### src/hdl/button_press_classifier_defines.svh
// Assertion macros shared by the button press classifier RTL.
// Depends on nothing; files that assert include it by name.
`ifndef BUTTON_PRESS_CLASSIFIER_DEFINES_SVH
`define BUTTON_PRESS_CLASSIFIER_DEFINES_SVH

`ifndef NO_ASSERTIONS

// The consequent holds in the same cycle as the antecedent.
`define BPC_ASSERT_SAME(label, ante, cons) \
    label: assert property (@(posedge clk) disable iff (!rst_n) (ante) |-> (cons)) \
        else $error("button press classifier check failed");

// The consequent holds in the cycle after the antecedent.
`define BPC_ASSERT_NEXT(label, ante, cons) \
    label: assert property (@(posedge clk) disable iff (!rst_n) (ante) |=> (cons)) \
        else $error("button press classifier check failed");

`else

`define BPC_ASSERT_SAME(label, ante, cons)
`define BPC_ASSERT_NEXT(label, ante, cons)

`endif

`endif

### src/hdl/bpc_pkg.sv
// Shared types and constants for the button press classifier.
// Depends on nothing; every module of the block imports it.
`timescale 1ns / 1ps

package bpc_pkg;

    localparam int CntW  = 16;
    localparam int AddrW = 4;
    localparam int DataW = 32;

    localparam logic [CntW-1:0] CntMax = '1;

    // Register indexes, taken from paddr[3:2].
    localparam logic [1:0] REG_DEBOUNCE = 2'd0;
    localparam logic [1:0] REG_LONG     = 2'd1;
    localparam logic [1:0] REG_MIN      = 2'd2;
    localparam logic [1:0] REG_BLINK    = 2'd3;

    // Reset values of the configuration registers.
    localparam logic [CntW-1:0] DEBOUNCE_RST = 16'd50;
    localparam logic [CntW-1:0] LONG_RST     = 16'd5000;
    localparam logic [CntW-1:0] MIN_RST      = 16'd50;
    localparam logic [CntW-1:0] BLINK_RST    = 16'd150;

    // Event codes.
    localparam logic [1:0] EV_NONE    = 2'd0;
    localparam logic [1:0] EV_MEASURE = 2'd1;
    localparam logic [1:0] EV_UNCFG   = 2'd2;
    localparam logic [1:0] EV_LONG    = 2'd3;

    typedef struct packed {
        logic button_level;
        logic configured;
    } in_item_t;

    typedef struct packed {
        logic [1:0] event_res;
        logic       led_write;
        logic       led_level;
        logic       fast_blink_active;
    } out_item_t;

    typedef struct packed {
        logic [CntW-1:0] debounce_ticks;
        logic [CntW-1:0] long_press_ticks;
        logic [CntW-1:0] min_press_ticks;
        logic [CntW-1:0] blink_half_period;
    } cfg_t;

    // Saturating increment of a tick counter.
    function automatic logic [CntW-1:0] sat_inc(input logic [CntW-1:0] v);
        sat_inc = (v == CntMax) ? CntMax : v + 1'b1;
    endfunction

endpackage

### src/hdl/button_press_classifier.sv
// Top level of the button press classifier: input register, core, result register.
// Depends on bpc_pkg, bpc_cfg_regs, bpc_core and the assertion macro header.
//
// Usage:
// The in channel carries one transaction per millisecond tick: the sampled
// active-low button level and the configured flag. The out channel returns
// exactly one transaction per input: event code, LED write strobe and level,
// and the fast-blink flag. Both channels use valid/ready.
// An input transaction is registered on acceptance, processed by the core and
// captured in the result register when that register is free; the result register
// then offers it on the out channel. A new transaction can be accepted every
// cycle while the receiver takes results, so sustained throughput is one tick
// per cycle, as the core updates its state for each tick it advances.
// When the receiver stalls, the result register holds its transaction, the
// input register fills, and then in_ready drops until out_ready returns.
// Reset clears the press state (button released, no hold) and loads the
// configuration defaults: debounce 50, long press 5000, minimum 50, blink 150.
// The APB port writes the four 16-bit registers at byte offsets 0, 4, 8, 12.
`timescale 1ns / 1ps
`include "button_press_classifier_defines.svh"

module button_press_classifier (
    input  logic                       clk,
    input  logic                       rst_n,
    input  logic                       in_valid,
    output logic                       in_ready,
    input  bpc_pkg::in_item_t          in_item,
    output logic                       out_valid,
    input  logic                       out_ready,
    output bpc_pkg::out_item_t         out_item,
    input  logic                       psel,
    input  logic                       penable,
    input  logic                       pwrite,
    input  logic [bpc_pkg::AddrW-1:0]  paddr,
    input  logic [bpc_pkg::DataW-1:0]  pwdata,
    output logic [bpc_pkg::DataW-1:0]  prdata,
    output logic                       pready
);
    import bpc_pkg::*;

    cfg_t      cfg;
    in_item_t  in_data_reg;
    logic      in_valid_reg;
    out_item_t out_data_reg;
    logic      out_valid_reg;
    out_item_t core_result;
    logic      out_free;
    logic      advance;
    logic      out_is_long;
    logic      out_is_short;
    logic      out_led_high;

    bpc_cfg_regs u_cfg (
        .clk     (clk),
        .rst_n   (rst_n),
        .psel    (psel),
        .penable (penable),
        .pwrite  (pwrite),
        .paddr   (paddr),
        .pwdata  (pwdata),
        .prdata  (prdata),
        .pready  (pready),
        .cfg     (cfg)
    );

    // Handshake: the result register frees when empty or taken this cycle.
    assign out_free  = !out_valid_reg || out_ready;
    assign advance   = in_valid_reg && out_free;
    assign in_ready  = !in_valid_reg || out_free;
    assign out_valid = out_valid_reg;
    assign out_item  = out_data_reg;

    bpc_core u_core (
        .clk    (clk),
        .rst_n  (rst_n),
        .advance(advance),
        .item   (in_data_reg),
        .cfg    (cfg),
        .result (core_result)
    );

    // Input register stage.
    always_ff @(posedge clk or negedge rst_n)
    begin
        if (!rst_n)
        begin
            in_valid_reg <= 1'b0;
        end
        else if (in_ready)
        begin
            in_valid_reg <= in_valid;
        end
    end

    always_ff @(posedge clk)
    begin
        if (in_valid && in_ready)
        begin
            in_data_reg <= in_item;
        end
    end

    // Result register stage.
    always_ff @(posedge clk or negedge rst_n)
    begin
        if (!rst_n)
        begin
            out_valid_reg <= 1'b0;
        end
        else if (out_free)
        begin
            out_valid_reg <= in_valid_reg;
        end
    end

    always_ff @(posedge clk)
    begin
        if (advance)
        begin
            out_data_reg <= core_result;
        end
    end

    // Decoded views of the offered result for the checks below.
    assign out_is_long  = out_valid && (out_item.event_res == EV_LONG);
    assign out_is_short = out_valid && ((out_item.event_res == EV_MEASURE) ||
                                        (out_item.event_res == EV_UNCFG));
    assign out_led_high = out_item.led_write && out_item.led_level;

    // A long press always ends the fast blink.
    `BPC_ASSERT_SAME(a_long_stops_blink, out_is_long, !out_item.fast_blink_active)
    // A short press is reported only on release, which drives the LED high.
    `BPC_ASSERT_SAME(a_short_on_release, out_is_short, out_led_high && !out_item.fast_blink_active)
    // The LED level is zero whenever it is not driven.
    `BPC_ASSERT_SAME(a_led_idle_low, out_valid && !out_item.led_write, !out_item.led_level)
    // Both stages full and a stalled receiver must block the input.
    `BPC_ASSERT_SAME(a_full_blocks, in_valid_reg && out_valid_reg && !out_ready, !in_ready)
    // A processed transaction always lands in the result register.
    `BPC_ASSERT_NEXT(a_advance_fills, advance, out_valid_reg)

endmodule

### src/hdl/bpc_cfg_regs.sv
// APB-style configuration register file for the button press classifier.
// Depends on bpc_pkg.
`timescale 1ns / 1ps

module bpc_cfg_regs (
    input  logic                       clk,
    input  logic                       rst_n,
    input  logic                       psel,
    input  logic                       penable,
    input  logic                       pwrite,
    input  logic [bpc_pkg::AddrW-1:0]  paddr,
    input  logic [bpc_pkg::DataW-1:0]  pwdata,
    output logic [bpc_pkg::DataW-1:0]  prdata,
    output logic                       pready,
    output bpc_pkg::cfg_t              cfg
);
    import bpc_pkg::*;

    cfg_t       cfg_reg;
    cfg_t       cfg_next;
    logic [1:0] reg_idx;
    logic       wr_en;

    assign reg_idx = paddr[3:2];
    assign wr_en   = psel && penable && pwrite;
    assign pready  = 1'b1;
    assign cfg     = cfg_reg;

    // Write decode; only the low 16 bits of the data are kept.
    always_comb
    begin
        cfg_next = cfg_reg;
        if (wr_en)
        begin
            case (reg_idx)
                REG_DEBOUNCE: cfg_next.debounce_ticks    = pwdata[CntW-1:0];
                REG_LONG:     cfg_next.long_press_ticks  = pwdata[CntW-1:0];
                REG_MIN:      cfg_next.min_press_ticks   = pwdata[CntW-1:0];
                REG_BLINK:    cfg_next.blink_half_period = pwdata[CntW-1:0];
                default:      cfg_next = cfg_reg;
            endcase
        end
    end

    always_ff @(posedge clk or negedge rst_n)
    begin
        if (!rst_n)
        begin
            cfg_reg.debounce_ticks    <= DEBOUNCE_RST;
            cfg_reg.long_press_ticks  <= LONG_RST;
            cfg_reg.min_press_ticks   <= MIN_RST;
            cfg_reg.blink_half_period <= BLINK_RST;
        end
        else
        begin
            cfg_reg <= cfg_next;
        end
    end

    // Read mux, zero extended to the bus width.
    always_comb
    begin
        case (reg_idx)
            REG_DEBOUNCE: prdata = {{(DataW-CntW){1'b0}}, cfg_reg.debounce_ticks};
            REG_LONG:     prdata = {{(DataW-CntW){1'b0}}, cfg_reg.long_press_ticks};
            REG_MIN:      prdata = {{(DataW-CntW){1'b0}}, cfg_reg.min_press_ticks};
            REG_BLINK:    prdata = {{(DataW-CntW){1'b0}}, cfg_reg.blink_half_period};
            default:      prdata = '0;
        endcase
    end

endmodule

### src/hdl/bpc_core.sv
// Debounce, press tracking, blink and event logic of the classifier.
// Holds the per-tick state; depends on bpc_pkg.
`timescale 1ns / 1ps

module bpc_core (
    input  logic               clk,
    input  logic               rst_n,
    input  logic               advance,
    input  bpc_pkg::in_item_t  item,
    input  bpc_pkg::cfg_t      cfg,
    output bpc_pkg::out_item_t result
);
    import bpc_pkg::*;

    logic            prev_level_reg,  prev_level_next;
    logic [CntW-1:0] stable_cnt_reg,  stable_cnt_next;
    logic            held_reg,        held_next;
    logic            long_done_reg,   long_done_next;
    logic [CntW-1:0] hold_cnt_reg,    hold_cnt_next;
    logic [CntW-1:0] blink_cnt_reg,   blink_cnt_next;
    logic            blink_level_reg, blink_level_next;
    logic            blink_flag_reg,  blink_flag_next;

    // One tick of the classifier, evaluated in model order.
    always_comb
    begin
        prev_level_next  = item.button_level;
        held_next        = held_reg;
        long_done_next   = long_done_reg;
        blink_level_next = blink_level_reg;
        blink_flag_next  = blink_flag_reg;
        hold_cnt_next    = held_reg ? sat_inc(hold_cnt_reg)  : hold_cnt_reg;
        blink_cnt_next   = held_reg ? sat_inc(blink_cnt_reg) : blink_cnt_reg;
        stable_cnt_next  = (item.button_level != prev_level_reg) ? '0
                                                                 : sat_inc(stable_cnt_reg);
        result.event_res = EV_NONE;
        result.led_write = 1'b0;
        result.led_level = 1'b0;

        if (stable_cnt_next > cfg.debounce_ticks)
        begin
            if (!item.button_level && !held_reg)
            begin
                // Qualified press starts a new hold.
                hold_cnt_next    = '0;
                held_next        = 1'b1;
                long_done_next   = 1'b0;
                blink_flag_next  = 1'b1;
                blink_cnt_next   = '0;
                blink_level_next = 1'b0;
            end
            else if (item.button_level && held_reg)
            begin
                // Qualified release; a short press is reported if in range.
                held_next        = 1'b0;
                blink_flag_next  = 1'b0;
                result.led_write = 1'b1;
                result.led_level = 1'b1;
                if (!long_done_reg && (hold_cnt_next > cfg.min_press_ticks) &&
                    (hold_cnt_next < cfg.long_press_ticks))
                begin
                    result.event_res = item.configured ? EV_MEASURE : EV_UNCFG;
                end
            end

            // Fast blink while held and before the long press.
            if (held_next && !long_done_next)
            begin
                if (blink_cnt_next >= cfg.blink_half_period)
                begin
                    blink_cnt_next   = '0;
                    blink_level_next = !blink_level_next;
                end
                result.led_write = 1'b1;
                result.led_level = blink_level_next;
            end

            // Long press fires once.
            if (held_next && !long_done_next && (hold_cnt_next >= cfg.long_press_ticks))
            begin
                long_done_next   = 1'b1;
                blink_flag_next  = 1'b0;
                result.event_res = EV_LONG;
            end
        end

        result.fast_blink_active = blink_flag_next;
    end

    always_ff @(posedge clk or negedge rst_n)
    begin
        if (!rst_n)
        begin
            prev_level_reg  <= 1'b1;
            stable_cnt_reg  <= '0;
            held_reg        <= 1'b0;
            long_done_reg   <= 1'b0;
            hold_cnt_reg    <= '0;
            blink_cnt_reg   <= '0;
            blink_level_reg <= 1'b0;
            blink_flag_reg  <= 1'b0;
        end
        else if (advance)
        begin
            prev_level_reg  <= prev_level_next;
            stable_cnt_reg  <= stable_cnt_next;
            held_reg        <= held_next;
            long_done_reg   <= long_done_next;
            hold_cnt_reg    <= hold_cnt_next;
            blink_cnt_reg   <= blink_cnt_next;
            blink_level_reg <= blink_level_next;
            blink_flag_reg  <= blink_flag_next;
        end
    end

endmodule

### config.mk
export PLATFORM = sky130hd
export DESIGN_NAME = button_press_classifier
export DESIGN_NICKNAME = d
export VERILOG_FILES = /design/src/hdl/bpc_pkg.sv /design/src/hdl/button_press_classifier.sv /design/src/hdl/bpc_cfg_regs.sv /design/src/hdl/bpc_core.sv
export VERILOG_INCLUDE_DIRS = /design/src /design/src/hdl
export SDC_FILE = /design/constraint.sdc
export NUM_CORES = 1
export LEC_CHECK = 0
export BUFFER_PORTS_ARGS = -buffer_cell sky130_fd_sc_hd__buf_2
export CAP_MARGIN = 20
export CORE_MARGIN = 1.5
export CORE_UTILIZATION = 50
export DETAILED_ROUTE_END_ITERATION = 16
export PLACE_DENSITY = 0.82
export SLEW_MARGIN = 10
export SYNTH_ARGS = -nofsm -noshare
export SYNTH_HDL_FRONTEND = slang
export SYNTH_SLANG_ARGS = --single-unit
export TNS_END_PERCENT = 30
### constraint.sdc
create_clock -name clk -period 3.6 [get_ports clk]
set_input_delay 0.18 -clock clk [delete_from_list [all_inputs] [get_ports clk]]
set_output_delay 0.18 -clock clk [all_outputs]
set_load 0.01 [all_outputs]
* Word-level counts from Yosys, hierarchy flattened
Index checks and enable logic that the tools add are counted.
** Operators by class
- Mux-type cells :: 35
- Add/sub/neg operators :: 3
- Reductions and logical operators :: 25
- Eq/ne operators :: 7
- Magnitude comparators :: 5
** Operators with widths (number)
- $mux W16 :: 14
- $pmux W32 S4 :: 1
- $add A16 B1 Y16 const B :: 3
- $eq A16 B16 Y1 const B :: 3
- $ge A16 B16 Y1 :: 2
- $gt A16 B16 Y1 :: 2
- $lt A16 B16 Y1 :: 1
- $mux W1 :: 14
- $logic_and A1 B1 Y1 :: 10
- $reduce_and A2 Y1 :: 5
- $mux W2 :: 4
- $mux W4 :: 2
- $logic_not A1 Y1 :: 7
- $eq A2 B2 Y1 const B :: 2
- $eq A2 B1 Y1 const B :: 1
- $logic_not A2 Y1 :: 1
- $logic_or A1 B1 Y1 :: 2
- $ne A1 B1 Y1 :: 1
** Word-level totals
- Logic and storage cells :: 95
- Bits of input ports :: 45
- Output and inout bits :: 40
- Register bits after elaboration :: 126

* Depth between registers and ports, before layout
Gate-level depths: netlist (run 1).
- Depth after elaboration :: 10
- Mapped depth :: 15
- Depth with buffers taken out :: 14

* Hierarchy
From an unflattened synthesis (run 1), not the netlist that was laid out.
** Unflattened totals
- Cells, all modules :: 939
- Area total of the unflattened synthesis :: 9120.0 um^2
** By module, submodules not included
- bpc_core :: times used 1, sequential area each 1327.5 um^2, cells an instance 744, area an instance 5781.8 um^2
- bpc_cfg_regs :: times used 1, sequential area each 1620.3 um^2, cells an instance 180, area an instance 3024.2 um^2
- button_press_classifier :: times used 1, sequential area each 260.2 um^2, cells an instance 15, area an instance 314.1 um^2

* Worst setup path before layout (run 1)
Ideal clock, no wire load.
- Path kind :: reg2reg
- Start point :: reg u_core.blink_cnt_reg[0]
- End point :: reg u_core.blink_level_reg
- Data required time :: 3473 ps
- Period minus slack after synthesis :: 3568 ps
- Slack :: 32 ps
- Buffers on the path :: 2
- Stages on the path, launching flop included :: 15
- Setup time :: 127 ps
- Arrival time :: 3441 ps
- Path through :: dfrtp_1 -> ha_1 -> and4_1 -> nand2_1 -> or3_1 -> clkbuf_1 -> buf_2 -> a21oi_1 -> ha_1 -> a211o_1 -> o211ai_1 -> a21oi_1 -> a211oi_2 -> mux2_2 -> o32a_2
** Between the ends
- Word-level cells in the longest chain between the ends :: 8
- Elaborated cells on any way between the ends :: 9
- Those cells by class :: 1 x add/sub; 1 x order compare; 1 x eq/ne; 6 x mux
** RTL lines
- start, declared :: RTL line bpc_core.sv:20 : logic [CntW-1:0] blink_cnt_reg, blink_cnt_next;
- start signal, assigned :: RTL line bpc_core.sv:110 : blink_cnt_reg <= blink_cnt_next;
- $add A16 B1 Y16 / $eq A16 B16 Y1 (equally long branches) :: RTL line bpc_pkg.sv:52 : sat_inc = (v == CntMax) ? CntMax : v + 1'b1;
- $mux W16 :: RTL line bpc_pkg.sv:52
- $mux W16 * :: RTL line bpc_core.sv:33 : blink_cnt_next = held_reg ? sat_inc(blink_cnt_reg) : blink_cnt_reg;
- $mux W16 * :: RTL line bpc_core.sv:42 : if (!item.button_level && !held_reg)
- $mux W16 * :: RTL line bpc_core.sv:40 : if (stable_cnt_next > cfg.debounce_ticks)
- $ge A16 B16 Y1 * :: RTL line bpc_core.sv:69 : if (blink_cnt_next >= cfg.blink_half_period)
- $mux W1 * :: RTL line bpc_core.sv:69
- $mux W1 * :: RTL line bpc_core.sv:67 : if (held_next && !long_done_next)
- end signal, assigned :: RTL line bpc_core.sv:111 : blink_level_reg <= blink_level_next;
- end, declared :: RTL line bpc_core.sv:21 : logic blink_level_reg, blink_level_next;
Every way passes the cells marked *; elsewhere a longest branch is shown, timed or not. The select of a mux whose other input is x is not followed.
A chain may end at the register's enable or synchronous reset.

* Worst setup path in the final report (run 1)
- Start point :: reg u_core.held_reg
- End point :: reg out_data_reg, in the netlist out_item[3], data pin
** Between the ends
- Word-level cells in the longest chain between the ends :: 8
- Elaborated cells on any way between the ends :: 23
- Those cells by class :: 3 x order compare; 12 x mux; 8 x reduce/logical
** RTL lines
- start, declared :: RTL line bpc_core.sv:17 : logic held_reg, held_next;
- start signal, assigned :: RTL line bpc_core.sv:107 : held_reg <= held_next;
- $mux W16 / $logic_not A1 Y1 (equally long branches) :: RTL line bpc_core.sv:32, bpc_core.sv:42
- $gt A16 B16 Y1 / $logic_and A1 B1 Y1 (equally long branches) :: RTL line bpc_core.sv:59, bpc_core.sv:42
- $logic_and A1 B1 Y1 / $mux W1 (equally long branches) :: RTL line bpc_core.sv:59, bpc_core.sv:42
- $logic_and A1 B1 Y1 / $mux W1 (equally long branches) :: RTL line bpc_core.sv:59, bpc_core.sv:40
- $mux W2 / $logic_not A1 Y1 (equally long branches) :: RTL line bpc_core.sv:59, bpc_core.sv:79
- $mux W4 / $logic_and A1 B1 Y1 (equally long branches) :: RTL line bpc_core.sv:52, bpc_core.sv:79
- $mux W4 / $logic_and A1 B1 Y1 (equally long branches) :: RTL line bpc_core.sv:42, bpc_core.sv:79
- $mux W2 * :: RTL line bpc_core.sv:79 : if (held_next && !long_done_next && (hold_cnt_next >= cfg.long_press_ticks))
- end signal, assigned :: RTL line button_press_classifier.sv:120 : out_data_reg <= core_result;
- end, declared :: RTL line button_press_classifier.sv:44 : out_item_t out_data_reg;
Marked as above.

==> run_results.csv, run 1 <==
group,metric,value,unit
synth,yosys.area_share.simple,15.43,%
finish,fin_area,0.01042,mm^2
synth,synth_edf_count,7,
global_routing,grt_first_pass_wirelength,37810,um
synth,postSynth.asyncResetShare,94.44,%
timing,fmax,283.2,MHz
timing,skew,0.007744,ns
timing,worst_slack,0.06866,ns
detailed_routing,routedWlPerCell,18.95,um
die,die_w,136.1,um
setup_path,worstRegToRegCells,12,
global_routing,grt-ovfl-total,0,
cts,h-tree-depth,4,
synth,yosysWarnings,0,
timing,hold_viol,0,
detailed_routing,firstDrtPassIters,6,
detailed_routing,num_vias,7737,
synth,synth_adder_area_share,11.58,%
cts,cts_tree,"yes",
die,start_util,51.24,%
setup_path,end_kind,"flop",
timing,setup_violations,0,
placement,pre_cts_slack,-0.1318,ns
cts,clock_latency,0.43,ns
setup_path,regToRegSetupSlack,0.07,ns
synth,ys_seq_area_share,36.19,%
placement,io_buffers,49,
finish,n_antenna_cell,0,
synth,synth_ff_type,"dfrtp_1",
power_and_ir_drop,p_total,4.975,mW
synth,synth_top_area_share,29.08,%
setup_path,worstPathRequired,3.77,ns
timing,maxSlewViolCount,0,
worst_hold_path,worstHoldStart,"pwdata[5]",
die,die_h,136.1,um
timing,tightestPinTransition,0.8893,ns
placement,dp.cells,1221,
timing,hold-worst-slack,0.01031,ns
synth,synth-seq-cells,126,
timing,finalCritPeriodShare,98.09,%
setup_path,worstReg2RegEnd,"out_item[3]",
synth,synth_xor_area_share,3.261,%
die,std_cell_rows,48,
timing,maxSlewHeadroom,40.57,%
synth,synth.cell_area,0.008864,mm^2
detailed_routing,antenna_left,0,
die,core-area,0.01730,mm^2
finish,finalCoreUtilization,60.21,%
global_routing,grt_max_degree,64,
power_and_ir_drop,vdd_ir_drop_max,0.3656,mV
cts,cts-root-buf,"clkbuf_16",
finish,area_delta_synth_final,17.50,%
finish,instances_no_fill,1274,
synth,synth_top_family_by_area,"compound AO/OA/AOI/OAI gates",
power_and_ir_drop,p_leak,4.827,nW
synth,yosysMostFrequentCell,"dfrtp_1",
synth,avgSynthCellArea,9.360,um^2
setup_path,rr_startpoint,"u_core.held_reg",
synth,synth_area_leaders,"dfrtp_1 29%, ha_1 12%, a21oi_1 5.2%, dfstp_2 4.7%, mux2_2 4.6%",
die,die-area,0.01853,mm^2
detailed_routing,drcViolationCount,0,
finish,num-nets-final,1163,
detailed_routing,viasPerCell,6.073,
placement,dp_hpwl,17070,um
worst_hold_path,min_path_cells,3,
synth,synth_compound_area_share,17.59,%
placement,place_congestion,0.9663,
timing,post-route-min-period,3.531,ns
global_routing,grt_use_total,26.70,%
die,ios,85,
cts,cts_num_sinks,126,
cts,clk_pin_slew,0.06,ns
finish,drive_gt1_share,24.79,%
finish,largest_reg_flops,64,
worst_hold_path,hp-class,"primary input to flop",
synth,yosys.area.top_type,"dfrtp_1",
synth,synth_common_cells,"103 x dfrtp_1, 97 x nand2_1, 92 x a21oi_1, 82 x ha_1, 75 x inv_1",
synth,synthDistinctLibCells,77,
power_and_ir_drop,power.density,477.6,mW/mm^2
setup_path,path_class,"flop to flop",
cts,clockBufferDepth,2,
outcome,outcome,"finished, final reports clean",
placement,placed_area,0.009532,mm^2
synth,muxShareOfSynthArea,9.204,%
global_routing,grt_pass1_vias,7359,
synth,synthCells,947,
run,cap_violations,0,
timing,tns,0,ns
setup_path,crit_arrival,3.70,ns
cts,cts_buffers,17,
setup_path,crit_fanout,7,
detailed_routing,drt_iter0_drc,801,
worst_hold_path,hold_end,"u_cfg.cfg[21]",
detailed_routing,drt_wl_total,24140,um
setup_path,startpoint_type,"flop",
global_routing,antenna_found_initial,0,
layout by cell type (no fill, tap or decap), types with 5 or more instances in the layout:
master	instances
dfrtp_1	101
nand2_1	94
a21oi_1	91
ha_1	78
inv_1	75
o21ai_0	64
buf_4	51
buf_2	48
nor2_1	36
mux2_2	36
nand3_1	29
xnor2_1	19
nand4_1	17
conb_1	17
clkbuf_16	17
mux4_2	16
dfstp_2	16
and3_1	13
xor2_1	13
a31oi_1	11
a21o_1	11
dlygate4sd3_1	11
nand2b_1	9
a22o_1	9
nor3_1	8
a211oi_1	8
and4_1	7
o21a_1	7
inv_6	7
edfxtp_1	7
and2_1	6
o22a_1	6
a31o_2	5
worst max path at each step:
stage	startpoint	to	slack, ns
final	u_core.held_reg	out_item[3]	0.07
after detailed placement	u_core.hold_cnt_reg[0]	out_item[3]	-0.13
after global routing	u_core.stable_cnt_reg[3]	out_item[3]	-0.03
after global placement	u_core.hold_cnt_reg[0]	out_item[3]	0.01
after floorplan	u_core.blink_cnt_reg[0]	u_core.blink_level_reg	0.03
after CTS	u_core.stable_cnt_reg[0]	out_item[3]	0.01
logic make-up after synthesis:
| group | Yosys count |
|---|---|
| DFF | 126 |
| other | 2 |
| AOI/OAI and AO/OA | 248 |
| xor gates and xnor gates | 33 |
| buffers and inverters | 135 |
| and+or+nand+nor | 264 |
| adders and majority gates | 82 |
| muxes | 57 |
final cells by class:
type,instances,area (um^2)
Fill cell,1387,6882
Multi-Input combinational cell,701,5260
Sequential cell,126,3211
Timing Repair Buffer,114,804.5
Clock buffer,17,425.4
Inverter,76,285.3
Tap cell,225,281.5
Clock inverter,15,147.6
routing by layer:
metal / wire length [um] / track usage [%] / up-vias / part of all wire [%]
li1: - / - / 3568 / -
met1: 9747 / 33.91 / 3720 / 40
met2: 11490 / 42.68 / 377 / 48
met3: 1943 / 6.749 / 72 / 8.0
met4: 962 / 12.59 / 0 / 4.0
met5: 0 / 0 / - / 0
report_power, final:
group / internal [mW] / total (mW) / switching [mW]
registers: 1.68 / 1.88 / 0.195
logic: 0.600 / 1.39 / 0.791
clock network: 0.971 / 1.71 / 0.734
total: 3.25 / 4.97 / 1.72
critical path: stages (launching register included):
cell and delay [ns]:
dfrtp_2 0.45, and4_2 0.29, and4_2 0.31, and4_1 0.24, mux2i_2 0.27, inv_1 0.11
ha_1 0.31, nand2_1 0.07, nor2_1 0.20, nand2_1 0.15, or3_1 0.41, a21oi_1 0.34
o41ai_2 0.12
timing repair:
action,CTS,global route
hold endpoints to repair,62,0
buffers inserted,1,9
cloned,0,0
gates resized for setup,7,26
hold buffers,11,0
pin swaps,3,12
endpoints found under the setup margin,3,39
No activity file was read; power rests on OpenSTA's default activity.
==> run 2: changes to the inputs <==
- CTS_CLUSTER_DIAMETER: default -> 120
- PLACE_DENSITY: 0.82 -> 0.79
- clock period: 3.6 -> 3.75 ns (I/O delays scaled with it)
==> run_results.csv, run 2 (same netlist as run 1, synthesis figures left out) <==
group,metric,value,unit
timing,worst_slack,0.1307,ns
cts,h-tree-depth,4,
timing,hold_viol,0,
detailed_routing,num_vias,7557,
global_routing,grt_pass1_vias,7153,
detailed_routing,viasPerCell,6.022,
die,die_w,136.1,um
finish,layout_common_cells,"100 x dfrtp_1, 95 x nand2_1, 92 x a21oi_1, 79 x ha_1, 75 x inv_1",
timing,hold-worst-slack,0.006004,ns
power_and_ir_drop,power_switching,1.538,mW
power_and_ir_drop,combPwrFrac,26.4,%
finish,largest_reg_flops,64,
power_and_ir_drop,p_int,3.305,mW
finish,num-nets-final,1142,
power_and_ir_drop,clock_power_share,36.2,%
setup_path,startpoint_type,"flop",
power_and_ir_drop,p_leak,4.718,nW
worst_hold_path,hp-class,"primary input to flop",
die,start_util,51.24,%
cts,clockBufferDepth,2,
power_and_ir_drop,p_total,4.844,mW
detailed_routing,drcViolationCount,0,
detailed_routing,drt_wl_total,23880,um
placement,placed_area,0.009414,mm^2
cts,clock_latency,0.43,ns
placement,place_congestion,0.9514,
placement,io_buffers,49,
setup_path,path_class,"flop to flop",
die,core-area,0.01730,mm^2
cts,cts_num_sinks,126,
finish,multi_input_area,0.005230,mm^2
global_routing,grt_first_pass_wirelength,37980,um
power_and_ir_drop,seq_power_share,37.4,%
placement,pre_cts_slack,-0.1008,ns
power_and_ir_drop,swShare,31.76,%
power_and_ir_drop,vdd_ir_drop_max,0.3486,mV
timing,fmax,276.3,MHz
finish,regArea,0.003212,mm^2
power_and_ir_drop,power.density,473.7,mW/mm^2
timing,tns,0,ns
global_routing,grt_use_total,26.96,%
outcome,outcome,"finished, final reports clean",
die,ios,85,
timing,setup_violations,0,
finish,fin_area,0.01022,mm^2
timing,maxSlewViolCount,0,
detailed_routing,drt_iter0_drc,593,
finish,area_delta_synth_final,15.36,%
timing,finalCritPeriodShare,96.51,%
timing,skew,0.008420,ns
setup_path,crit_fanout,8,
cts,cts_tree,"yes",
detailed_routing,firstDrtPassIters,5,
die,die-area,0.01853,mm^2
detailed_routing,antenna_left,0,
finish,drive_gt1_share,22.76,%
global_routing,antenna_found_initial,2,
global_routing,grt_max_degree,56,
setup_path,end_kind,"flop",
finish,fillers,1433,
cts,clk_pin_slew,0.06,ns
setup_path,worstPathRequired,4.06,ns
timing,tightestPinTransition,1.027,ns
die,die_h,136.1,um
cts,cts_buffers,17,
setup_path,crit_arrival,3.93,ns
detailed_routing,routedWlPerCell,19.02,um
timing,maxSlewHeadroom,31.10,%
finish,layout_commonest_cell,"dfrtp_1",
run,cap_violations,0,
die,std_cell_rows,48,
timing,post-route-min-period,3.619,ns
global_routing,grt-ovfl-total,0,
placement,dp_hpwl,17400,um
cts,cts-root-buf,"clkbuf_16",
-- run 2: what timing repair did --
action,CTS,global route
cloned,0,0
hold buffers,4,0
buffers inserted,0,7
gates resized for setup,1,25
pin swaps,1,7
endpoints found under the hold margin,54,0
endpoints found under the setup margin,18,41
-- run 2: power groups by stage --
stage	registers [mW]	logic (mW)	clock network [mW]
finish	1.81	1.28	1.75
global route	1.84	1.42	1.82
CTS	1.80	1.24	1.76
detailed placement	1.82	1.22	0
global placement	1.81	1.18	0
floorplan	1.75	0.871	0
-- run 2: path summary, 6_finish.rpt --
kind / startpoint / end / slack (ns) / depth (start not counted)
worst min-delay path: pwdata[11] / u_cfg.cfg[27] / 0.006 / 3
worst min register to register: u_core.prev_level_reg / u_core.prev_level_reg / 0.50 / 2
worst max-delay path: u_core.stable_cnt_reg[0] / u_core.hold_cnt_reg[9] / 0.13 / 14
min in group asynchronous: rst_n / u_core.stable_cnt_reg[8] / 0.37 / 2
worst max register to register: u_core.stable_cnt_reg[0] / u_core.hold_cnt_reg[9] / 0.13 / 14
max in group asynchronous: rst_n / u_cfg.cfg[7] / 2.41 / 3
-- run 2: critical path, stage by stage, from the launching register on --
cell,delay [ns]
dfrtp_1,0.41
ha_2,0.25
nand2_1,0.16
nor4_4,0.23
and3_1,0.25
a31oi_1,0.12
o21a_1,0.14
ha_1,0.37
nand4_4,0.16
or3_4,0.45
o211ai_4,0.33
buf_4,0.19
a31oi_4,0.09
buf_12,0.17
a22o_1,0.18
-- run 2: stage by stage --
stage,util [%],cells
2_1_floorplan,-,962
3_3_place_gp,54.43,1210
3_5_place_dp,54.43,1210
4_1_cts,58.21,1246
5_1_grt,59.10,1254
6_report,59.11,1255
-- run 2: layout make-up --
cell class | count | area share [%]
timing repair buffer | 93 | 5.874
tap | 225 | 2.753
clock inverter | 7 | 1.322
inverter | 76 | 2.790
antenna | 2 | 0.04895
clock buffer | 25 | 4.650
sequential | 126 | 31.41
multi-input combinational | 701 | 51.15
-- run 2: layer usage --
metal	wire, um	GRT usage, %	vias up
li1	-	-	3523
met1	10000	34.90	3728
met2	11560	43.74	257
met3	1660	6.376	49
met4	657	10.34	0
met5	0	0	-
==> run 3: changes to the inputs <==
- CORE_UTILIZATION: 50 -> 40
- PLACE_DENSITY: 0.79 -> 0.68
- REMOVE_ABC_BUFFERS: default -> 1
==> run_results.csv, run 3 (same netlist as run 1, synthesis figures left out) <==
group,metric,value,unit
outcome,outcome,"finished, final reports clean",
finish,num-nets-final,1148,
setup_path,worstPathRequired,3.91,ns
worst_hold_path,hp-class,"primary input to flop",
die,start_util,40.74,%
cts,clockBufferDepth,2,
timing,hold_viol,0,
finish,layout_commonest_cell,"dfrtp_1",
detailed_routing,firstDrtPassIters,5,
die,core-area,0.02176,mm^2
detailed_routing,num_vias,7280,
cts,cts-root-buf,"clkbuf_16",
cts,clock_latency,0.43,ns
cts,cts_tree,"yes",
finish,n_antenna_cell,0,
setup_path,startpoint_type,"flop",
timing,worst_slack,0.1742,ns
detailed_routing,viasPerCell,5.540,
die,std_cell_rows,54,
timing,setup_violations,0,
timing,maxSlewViolCount,0,
setup_path,crit_fanout,5,
setup_path,path_cells,"and4_1 > and4_1 > buf_4 > nand3_1 > xor2_1 > nand2_1 > ha_1 > a21o_1 > a21o_1 > a21oi_1 > o21ai_0 > o21ai_0 > o41ai_1",
timing,finalCritPeriodShare,95.36,%
power_and_ir_drop,vdd_ir_drop_max,0.3044,mV
timing,fmax,279.7,MHz
detailed_routing,drcViolationCount,0,
setup_path,crit_arrival,3.74,ns
die,ios,85,
finish,area_delta_synth_final,16.74,%
placement,pre_cts_slack,0.1030,ns
detailed_routing,drt_iter0_drc,445,
detailed_routing,antenna_left,0,
global_routing,grt-ovfl-total,0,
run,cap_violations,0,
timing,tns,0,ns
die,die_w,151.9,um
power_and_ir_drop,power.density,461.6,mW/mm^2
finish,fillers,2056,
cts,cts_buffers,17,
timing,maxSlewHeadroom,35.69,%
timing,skew,0.008413,ns
placement,place_congestion,0.8980,
finish,layout_common_cells,"103 x dfrtp_1, 96 x nand2_1, 92 x a21oi_1, 82 x ha_1, 75 x inv_1",
setup_path,path_class,"flop to flop",
timing,post-route-min-period,3.576,ns
finish,largest_reg_flops,64,
power_and_ir_drop,p_leak,4.783,nW
setup_path,end_kind,"flop",
global_routing,grt_use_total,20.16,%
cts,cts_num_sinks,126,
finish,drive_gt1_share,22.15,%
setup_path,cp_slowest_stage_delay,0.60,ns
cts,h-tree-depth,4,
detailed_routing,routedWlPerCell,17.42,um
placement,dp_hpwl,17040,um
global_routing,antenna_found_initial,0,
global_routing,grt_first_pass_wirelength,37030,um
die,die_h,151.9,um
placement,io_buffers,49,
global_routing,grt_pass1_vias,7146,
timing,tightestPinTransition,0.9595,ns
setup_path,cp_slowest_cell,"o21ai_0",
detailed_routing,drt_wl_total,22890,um
timing,rsz0062_at_grt,"false",
global_routing,grt_max_degree,76,
cts,clk_pin_slew,0.06,ns
die,die-area,0.02306,mm^2
## run 3: changes by cell type in the layout (fill, tap and decap cells not counted), sizes merged
cell	change
diode	-2
clkinvlp	+1
buf	+6
clkinv	+6
clkbuf	-7
## run 3: what timing repair did
| item | in CTS | in global routing |
|---|---|---|
| buffers inserted | 0 | 1 |
| hold buffers | 4 | 0 |
| setup endpoints to repair | 0 | 37 |
| resized for setup | 0 | 11 |
| hold endpoints to repair | 66 | 0 |
## run 3: where the power goes
group	internal, mW	total, mW	switching (mW)
Sequential	1.62	1.80	0.182
Combinational	0.555	1.25	0.698
Clock	1.10	1.73	0.627
## run 3: final timing paths
path | end | depth (start not counted) | slack, ns | start
setup / recovery | out_item[3] | 13 | 0.17 | u_core.hold_cnt_reg[3]
hold / removal | u_cfg.cfg[51] | 3 | 0.01 | pwdata[3]
setup reg to reg | out_item[3] | 13 | 0.17 | u_core.hold_cnt_reg[3]
hold reg to reg | u_core.prev_level_reg | 2 | 0.48 | u_core.prev_level_reg
max in group asynchronous | u_core.prev_level_reg | 3 | 2.78 | rst_n
min in group asynchronous | u_cfg.cfg[60] | 2 | 0.28 | rst_n
## run 3: stage by stage
| step | utilization, % | power (mW) | instances | hold slack (ns) | area [um^2] |
|---|---|---|---|---|---|
| 6_report | 47.56 | 4.776 | 1314 | 0.01408 | 10350 |
| 5_1_grt | 47.56 | 5.059 | 1314 | 0.02976 | 10350 |
| 4_1_cts | 47.10 | 4.795 | 1312 | 0.009380 | 10250 |
| 3_5_place_dp | 44.14 | 3.063 | 1276 | 0.3688 | 9603 |
| 3_3_place_gp | 44.14 | 3.022 | 1276 | 0.3694 | 9603 |
| 2_1_floorplan | - | 2.589 | 903 | -0.1081 | 8615 |
## run 3: layout make-up
cell class / count / area, um^2 / share of cell area [%]
repair buffers: 99 / 695.7 / 6.723
multi-input cells: 701 / 5205 / 50.30
flip-flops and latches: 126 / 3208 / 31.00
clock buffers: 18 / 429.2 / 4.148
inverters: 76 / 285.3 / 2.757
clock inverters: 14 / 173.9 / 1.681
well taps: 280 / 350.3 / 3.386
## run 3: critical path: cells and delay by family, from the launching register on
kind	cells	cell delay, ns
XOR/XNOR	1	0.20
buffers and inverters	1	0.15
AO/OA/AOI/OAI	6	1.39
AND/OR/NAND/NOR	4	0.84
flip-flops	1	0.41
adder cells (fa/ha/maj)	1	0.32
## run 3: layer usage
layer / track usage [%] / vias up / part of all wire (%) / routed length [um]
met3: 3.793 / 20 / 4.3 / 975
met5: 0 / - / 0 / 0
met2: 34.17 / 174 / 49 / 11270
li1: - / 3535 / - / -
met4: 5.317 / 0 / 1.4 / 322
met1: 26.43 / 3551 / 45 / 10330
